**config.mk**
```make
export PLATFORM = sky130hd
export DESIGN_NAME = i2c_slave_buffer_handler
export DESIGN_NICKNAME = d
export VERILOG_FILES = /design/src/isbh_pkg.sv /design/src/isbh_ram.sv /design/src/isbh_ctrl.sv /design/src/i2c_slave_buffer_handler.sv
export SDC_FILE = /design/constraint.sdc
export NUM_CORES = 1
export LEC_CHECK = 0
export BUFFER_PORTS_ARGS = -buffer_cell sky130_fd_sc_hd__buf_2
export CAP_MARGIN = 15
export CORE_AREA = 2 2 119 121
export CTS_CLUSTER_DIAMETER = 200
export DETAILED_ROUTE_END_ITERATION = 16
export DIE_AREA = 0 0 121 123
export PLACE_DENSITY = 0.77
export SLEW_MARGIN = 20
export SYNTH_ARGS = -nofsm -noshare
export SYNTH_HDL_FRONTEND = slang
export SYNTH_HIERARCHICAL = 1
export SYNTH_SLANG_ARGS = --single-unit
```
**constraint.sdc**
```tcl
create_clock -name clock -period 7.4 [get_ports clock]
set_clock_uncertainty 0.1 [all_clocks]
set_input_delay 0.74 -clock clock [delete_from_list [all_inputs] [get_ports clock]]
set_output_delay 0.74 -clock clock [all_outputs]
set_load 0.02 [all_outputs]
```
**src/isbh_pkg.sv**
```systemverilog
// Shared types and constants for the I2C slave buffer handler.
// Holds bus status codes, field widths and the event record passed down the pipeline.
// No dependencies.
package isbh_pkg;

   localparam int STATUS_W    = 8;
   localparam int BYTE_W      = 8;
   localparam int IDX_W       = 3;
   localparam int STORE_DEPTH = 5;
   localparam int CSR_INDEX_W = 3;

   localparam logic [STATUS_W-1:0] STATUS_MASK   = 8'hFC;
   localparam logic [STATUS_W-1:0] ST_READ_ADDR  = 8'hA8;
   localparam logic [STATUS_W-1:0] ST_TX_ACK     = 8'hB8;
   localparam logic [STATUS_W-1:0] ST_WRITE_ADDR = 8'h60;
   localparam logic [STATUS_W-1:0] ST_DATA       = 8'h80;
   localparam logic [STATUS_W-1:0] ST_STOP       = 8'hA0;

   localparam logic [BYTE_W-1:0] PAD_BYTE = 8'hAA;

   typedef logic [STORE_DEPTH-1:0][BYTE_W-1:0] rx_bytes_type;

   typedef struct packed {
      logic             tx_valid;
      logic             tx_pad;
      logic             tx_known;
      logic             message_ready;
      logic [IDX_W-1:0] rx_count;
      rx_bytes_type     rx_bytes;
   } evt_type;

endpackage

```
**src/isbh_ram.sv**
```systemverilog
// Generic single-port-write, single-port-read RAM with a registered read.
// No dependencies.
module isbh_ram #(
   parameter int WIDTH = 8,
   parameter int DEPTH = 5,
   parameter int ADDR_W = (DEPTH > 1) ? $clog2(DEPTH) : 1
) (
   input  logic              clock,
   input  logic              wr_en,
   input  logic [ADDR_W-1:0] wr_addr,
   input  logic [WIDTH-1:0]  wr_data,
   input  logic              rd_en,
   input  logic [ADDR_W-1:0] rd_addr,
   output logic [WIDTH-1:0]  rd_data
);

   logic [WIDTH-1:0] mem_ff [DEPTH];
   logic [WIDTH-1:0] rd_data_ff;

   always_ff @(posedge clock) begin
      if (wr_en) begin
         mem_ff[wr_addr] <= wr_data;
      end
      if (rd_en) begin
         rd_data_ff <= mem_ff[rd_addr];
      end
   end

   assign rd_data = rd_data_ff;

endmodule

```
**src/isbh_ctrl.sv**
```systemverilog
// Event decoder and buffer state: send and receive indexes, receive phase, receive store.
// Depends on isbh_pkg.
module isbh_ctrl #(
   parameter int BUFFER_BYTES = 5
) (
   input  logic                          clock,
   input  logic                          reset,
   input  logic                          accept,
   input  logic [isbh_pkg::STATUS_W-1:0] status,
   input  logic [isbh_pkg::BYTE_W-1:0]   bus_byte,
   output logic [isbh_pkg::IDX_W-1:0]    rd_index,
   output isbh_pkg::evt_type             evt
);
   import isbh_pkg::*;

   localparam int SADDR_W = (BUFFER_BYTES > 1) ? $clog2(BUFFER_BYTES) : 1;
   localparam logic [IDX_W-1:0] BUF_LIMIT = IDX_W'(BUFFER_BYTES);

   localparam logic [1:0] PHASE_IDLE = 2'd0;
   localparam logic [1:0] PHASE_ADDR = 2'd1;
   localparam logic [1:0] PHASE_DATA = 2'd2;

   logic [IDX_W-1:0]  send_index_ff, send_index_in;
   logic [IDX_W-1:0]  rx_index_ff, rx_index_in;
   logic [1:0]        phase_ff, phase_in;
   logic [BYTE_W-1:0] store_ff [BUFFER_BYTES];
   logic              store_wr;
   logic [STATUS_W-1:0] code;
   logic [IDX_W-1:0]  send_eff;
   rx_bytes_type      rx_masked;

   for (genvar k = 0; k < STORE_DEPTH; k++) begin : g_rx
      if (k < BUFFER_BYTES) begin : g_held
         assign rx_masked[k] = (IDX_W'(k) < rx_index_ff) ? store_ff[k] : '0;
      end else begin : g_none
         assign rx_masked[k] = '0;
      end
   end

   assign code = status & STATUS_MASK;

   always_comb begin
      send_index_in     = send_index_ff;
      rx_index_in       = rx_index_ff;
      phase_in          = phase_ff;
      store_wr          = 1'b0;
      rd_index          = '0;
      send_eff          = send_index_ff;
      evt               = '0;
      unique case (code)
         ST_READ_ADDR, ST_TX_ACK: begin
            // restart the transmit index on a fresh read address
            if (code == ST_READ_ADDR) begin
               send_eff = '0;
            end
            evt.tx_valid = 1'b1;
            if (send_eff < BUF_LIMIT) begin
               rd_index      = send_eff;
               send_index_in = send_eff + IDX_W'(1);
            end else begin
               evt.tx_pad    = 1'b1;
               send_index_in = send_eff;
            end
         end
         ST_WRITE_ADDR: begin
            phase_in    = PHASE_ADDR;
            rx_index_in = '0;
         end
         ST_DATA: begin
            if (phase_ff == PHASE_ADDR) begin
               phase_in = PHASE_DATA;
            end
            // drop bytes past the end of the buffer
            if (rx_index_ff < BUF_LIMIT) begin
               store_wr    = 1'b1;
               rx_index_in = rx_index_ff + IDX_W'(1);
            end
         end
         ST_STOP: begin
            if (phase_ff == PHASE_DATA) begin
               evt.message_ready = 1'b1;
               evt.rx_count      = rx_index_ff;
               evt.rx_bytes      = rx_masked;
               phase_in          = PHASE_IDLE;
            end
         end
         default: begin
         end
      endcase
   end

   always_ff @(posedge clock) begin
      if (reset) begin
         send_index_ff <= '0;
         rx_index_ff   <= '0;
         phase_ff      <= PHASE_IDLE;
      end else if (accept) begin
         send_index_ff <= send_index_in;
         rx_index_ff   <= rx_index_in;
         phase_ff      <= phase_in;
      end
   end

   always_ff @(posedge clock) begin
      if (accept && store_wr) begin
         store_ff[rx_index_ff[SADDR_W-1:0]] <= bus_byte;
      end
   end

endmodule

```
**src/i2c_slave_buffer_handler.sv**
```systemverilog
// I2C slave transmit/receive buffer handler: one bus status event in, one result out.
// Pipeline: an accepted request passes through stage 1 and then the output register to the result.
// Throughput: one request per cycle, unless stage 1 is full and rsp_stall holds the full output register.
// Reset clears indexes, receive phase and pipeline; transmit bytes read 0 until written.
// The register port is always ready.
// Depends on isbh_pkg, isbh_ctrl and isbh_ram.
module i2c_slave_buffer_handler #(
   parameter int BUFFER_BYTES = 5
) (
   input  logic                             clock,
   input  logic                             reset,
   input  logic                             req_valid,
   output logic                             req_stall,
   input  logic [isbh_pkg::STATUS_W-1:0]    req_status,
   input  logic [isbh_pkg::BYTE_W-1:0]      req_bus_byte,
   output logic                             rsp_valid,
   input  logic                             rsp_stall,
   output logic                             rsp_tx_valid,
   output logic [isbh_pkg::BYTE_W-1:0]      rsp_tx_byte,
   output logic                             rsp_message_ready,
   output logic [isbh_pkg::IDX_W-1:0]       rsp_rx_count,
   output logic [isbh_pkg::BYTE_W-1:0]      rsp_rx_byte_0,
   output logic [isbh_pkg::BYTE_W-1:0]      rsp_rx_byte_1,
   output logic [isbh_pkg::BYTE_W-1:0]      rsp_rx_byte_2,
   output logic [isbh_pkg::BYTE_W-1:0]      rsp_rx_byte_3,
   output logic [isbh_pkg::BYTE_W-1:0]      rsp_rx_byte_4,
   input  logic                             csr_valid,
   output logic                             csr_ready,
   input  logic [isbh_pkg::CSR_INDEX_W-1:0] csr_index,
   input  logic [isbh_pkg::BYTE_W-1:0]      csr_data
);
   import isbh_pkg::*;

   localparam int ADDR_W = (BUFFER_BYTES > 1) ? $clog2(BUFFER_BYTES) : 1;
   localparam logic [CSR_INDEX_W-1:0] CSR_LIMIT = CSR_INDEX_W'(BUFFER_BYTES);

   logic              req_accept;
   logic              out_take;
   logic              s1_move;
   logic [IDX_W-1:0]  rd_index;
   evt_type           s0_evt;
   logic [BYTE_W-1:0] ram_q;
   logic              csr_wr;

   logic                   s1_valid_ff, s1_valid_in;
   evt_type                s1_evt_ff, s1_evt_in;
   logic [BUFFER_BYTES-1:0] tx_written_ff;

   logic              out_valid_ff, out_valid_in;
   logic              out_tx_valid_ff, out_msg_ff;
   logic [BYTE_W-1:0] out_tx_byte_ff, out_tx_byte_in;
   logic [IDX_W-1:0]  out_count_ff;
   rx_bytes_type      out_rx_ff;

   // output register frees when empty or being taken; stage 1 holds otherwise
   assign out_take    = !out_valid_ff || !rsp_stall;
   assign s1_move     = s1_valid_ff && out_take;
   assign req_stall   = s1_valid_ff && !out_take;
   assign req_accept  = req_valid && !req_stall;
   assign s1_valid_in = req_accept || (s1_valid_ff && !out_take);
   assign out_valid_in = out_take ? s1_valid_ff : out_valid_ff;

   assign csr_ready = 1'b1;
   assign csr_wr    = csr_valid && (csr_index < CSR_LIMIT);

   isbh_ctrl #(
      .BUFFER_BYTES(BUFFER_BYTES)
   ) u_ctrl (
      .clock   (clock),
      .reset   (reset),
      .accept  (req_accept),
      .status  (req_status),
      .bus_byte(req_bus_byte),
      .rd_index(rd_index),
      .evt     (s0_evt)
   );

   isbh_ram #(
      .WIDTH(BYTE_W),
      .DEPTH(BUFFER_BYTES)
   ) u_tx_ram (
      .clock  (clock),
      .wr_en  (csr_wr),
      .wr_addr(csr_index[ADDR_W-1:0]),
      .wr_data(csr_data),
      .rd_en  (req_accept),
      .rd_addr(rd_index[ADDR_W-1:0]),
      .rd_data(ram_q)
   );

   always_comb begin
      s1_evt_in          = s0_evt;
      s1_evt_in.tx_known = tx_written_ff[rd_index[ADDR_W-1:0]];
   end

   always_comb begin
      out_tx_byte_in = '0;
      if (s1_evt_ff.tx_valid) begin
         if (s1_evt_ff.tx_pad) begin
            out_tx_byte_in = PAD_BYTE;
         end else if (s1_evt_ff.tx_known) begin
            out_tx_byte_in = ram_q;
         end
      end
   end

   always_ff @(posedge clock) begin
      if (reset) begin
         s1_valid_ff   <= 1'b0;
         out_valid_ff  <= 1'b0;
         tx_written_ff <= '0;
      end else begin
         s1_valid_ff  <= s1_valid_in;
         out_valid_ff <= out_valid_in;
         if (csr_wr) begin
            tx_written_ff[csr_index[ADDR_W-1:0]] <= 1'b1;
         end
      end
   end

   always_ff @(posedge clock) begin
      if (req_accept) begin
         s1_evt_ff <= s1_evt_in;
      end
      if (s1_move) begin
         out_tx_valid_ff <= s1_evt_ff.tx_valid;
         out_tx_byte_ff  <= out_tx_byte_in;
         out_msg_ff      <= s1_evt_ff.message_ready;
         out_count_ff    <= s1_evt_ff.rx_count;
         out_rx_ff       <= s1_evt_ff.rx_bytes;
      end
   end

   assign rsp_valid         = out_valid_ff;
   assign rsp_tx_valid      = out_tx_valid_ff;
   assign rsp_tx_byte       = out_tx_byte_ff;
   assign rsp_message_ready = out_msg_ff;
   assign rsp_rx_count      = out_count_ff;
   assign rsp_rx_byte_0     = out_rx_ff[0];
   assign rsp_rx_byte_1     = out_rx_ff[1];
   assign rsp_rx_byte_2     = out_rx_ff[2];
   assign rsp_rx_byte_3     = out_rx_ff[3];
   assign rsp_rx_byte_4     = out_rx_ff[4];

endmodule
```
==> flow_summary.toml <==
[timing]
setup_violations = 0
finalHoldViolCount = 0
fin_ws_ns = 4.24
fmax_mhz = 316
worst_slew_pin_slew_ns = 0.793
whs_ns = 0.317
finalCritPeriodShare_pct = 42.7
rsz0062_at_grt = "no"
setup_tns_ns = 0
period_needed_ns = 3.16
slew-limit-headroom_pct = 47.0
slew_violations = 0

[clock_tree]
cts_setup_buffers = 0
clk_latency_ns = 0.49
ctsHoldBuffers = 0
clock_sinks = 203
cts_buffers = 20
cts_tree = "done"
clkTransAtPathRegs_ns = 0.06
clk_path_buf_depth = 3
root_buffer = "clkbuf_16"
h-tree-depth = 1
cts_resized = 0

[die]
dieArea_um2 = 14900
ios = 88
die_x_um = 121
core_um2 = 13600
die_h_um = 123
start_util_pct = 55.4
placementRows = 43

[grt]
antenna_found_initial = 0
grt_util_all_layers_pct = 17.1
grt_max_degree = 65
grt_overflow = 0
grt_pass1_vias = 3820
grt_pass1_wl_um = 19600

[finish]
n_fill_cell = 936
final_cell_mix = "188 x edfxtp_1, 84 x buf_2, 39 x and2_1, 20 x clkbuf_16, 16 x inv_1"
largest_reg_flops = 47
regMostFlops = "s1_evt_ff"
layout_commonest_cell = "edfxtp_1"
nets = 570
area_growth_pct = 17.9
drive_above_1_share_pct = 28.1
finish.instance_area_um2 = 8890
diodes = 0

[routing]
post_drt_via_cell_ratio = 5.31
via_count = 3870
wl_um = 12600
wl_per_cell_um = 17.3
drtIter0Drc = 246
first_pass_iters = 4
drc = 0
ant_nets = 0

[run_status]
outcome = "completed"

[power]
p_leak_uw = 0.00314
peakVddDrop_v = 0.000179
power_density_nw_per_um2 = 274

[setup_path]
arrival_ns = 3.17
end_kind = "flip-flop"
crit_type = "in2reg"
critPathRequiredTime_ns = 7.41
critPathLaunchType = "input port"
critPathMaxFanout = 64

[min_path]
worstHoldPathType = "reg2reg"

[job]
cap_violations = 0

[place]
portBuffers = 84
hpwl_um = 8140
pre_cts_ws_ns = 3.72
gp_congestion = 0.782
dpl-instance-area_um2 = 8200

[yosys]
syn_area_per_cell_um2 = 17.5
synth_nets = 466
yosys_warnings = 6
synth_area_um2 = 7540
synth_cells = 431
-- area by class of cell --
class / instances / area [um2] / share of cell area [%]
clock buffer: 24 / 526 / 5.91
clock inverter: 12 / 170 / 1.91
inverter: 17 / 68.8 / 0.774
multi-input combinational: 197 / 1450 / 16.3
sequential: 203 / 5950 / 66.9
tap: 180 / 225 / 2.53
timing repair buffer: 96 / 510 / 5.74
-- final timing paths --
path                          start                               to  slack [ns]  depth (start not counted)
max                       rsp_stall  u_ctrl/store_ff[4][5]$_DFFE_PP_        4.24                          7
min          s1_evt_ff[9]$_DFFE_PP_       rsp_rx_byte_1[1]$_DFFE_PP_        0.32                          0
max reg2reg  rsp_valid$_SDFFE_PP0P_  u_ctrl/store_ff[4][5]$_DFFE_PP_        4.29                          6
min reg2reg  s1_evt_ff[9]$_DFFE_PP_       rsp_rx_byte_1[1]$_DFFE_PP_        0.32                          0
-- per-stage QoR --
stage          cells  utilization, %  total power [uW]
2_1_floorplan    431               -              1370
3_3_place_gp     693            60.2              1410
3_5_place_dp     693            60.2              1410
4_1_cts          729            65.3              2460
5_1_grt          729            65.3              2520
6_report         729            65.3              2440
-- worst max-delay path, cell delays in order --
cell and delay [ns]:
buf_2 0.13, and3_1 0.23, nor2b_4 0.11, buf_4 0.61, nor2b_1 0.43, nand3_1 0.27
nor2b_1 0.64
-- layer usage --
layer  GRT usage (%)  wire [um]
met1            20.6       5000
met2            32.1       6860
met3            2.49        570
met4            4.87        193
met5               0          0
-- report_power, final --
part	internal, uW	total, uW	switching (uW)
Clock	648	1050	400
Combinational	26.0	89.0	63.0
Sequential	1290	1300	12.5
(Power assumes the default switching activity.)
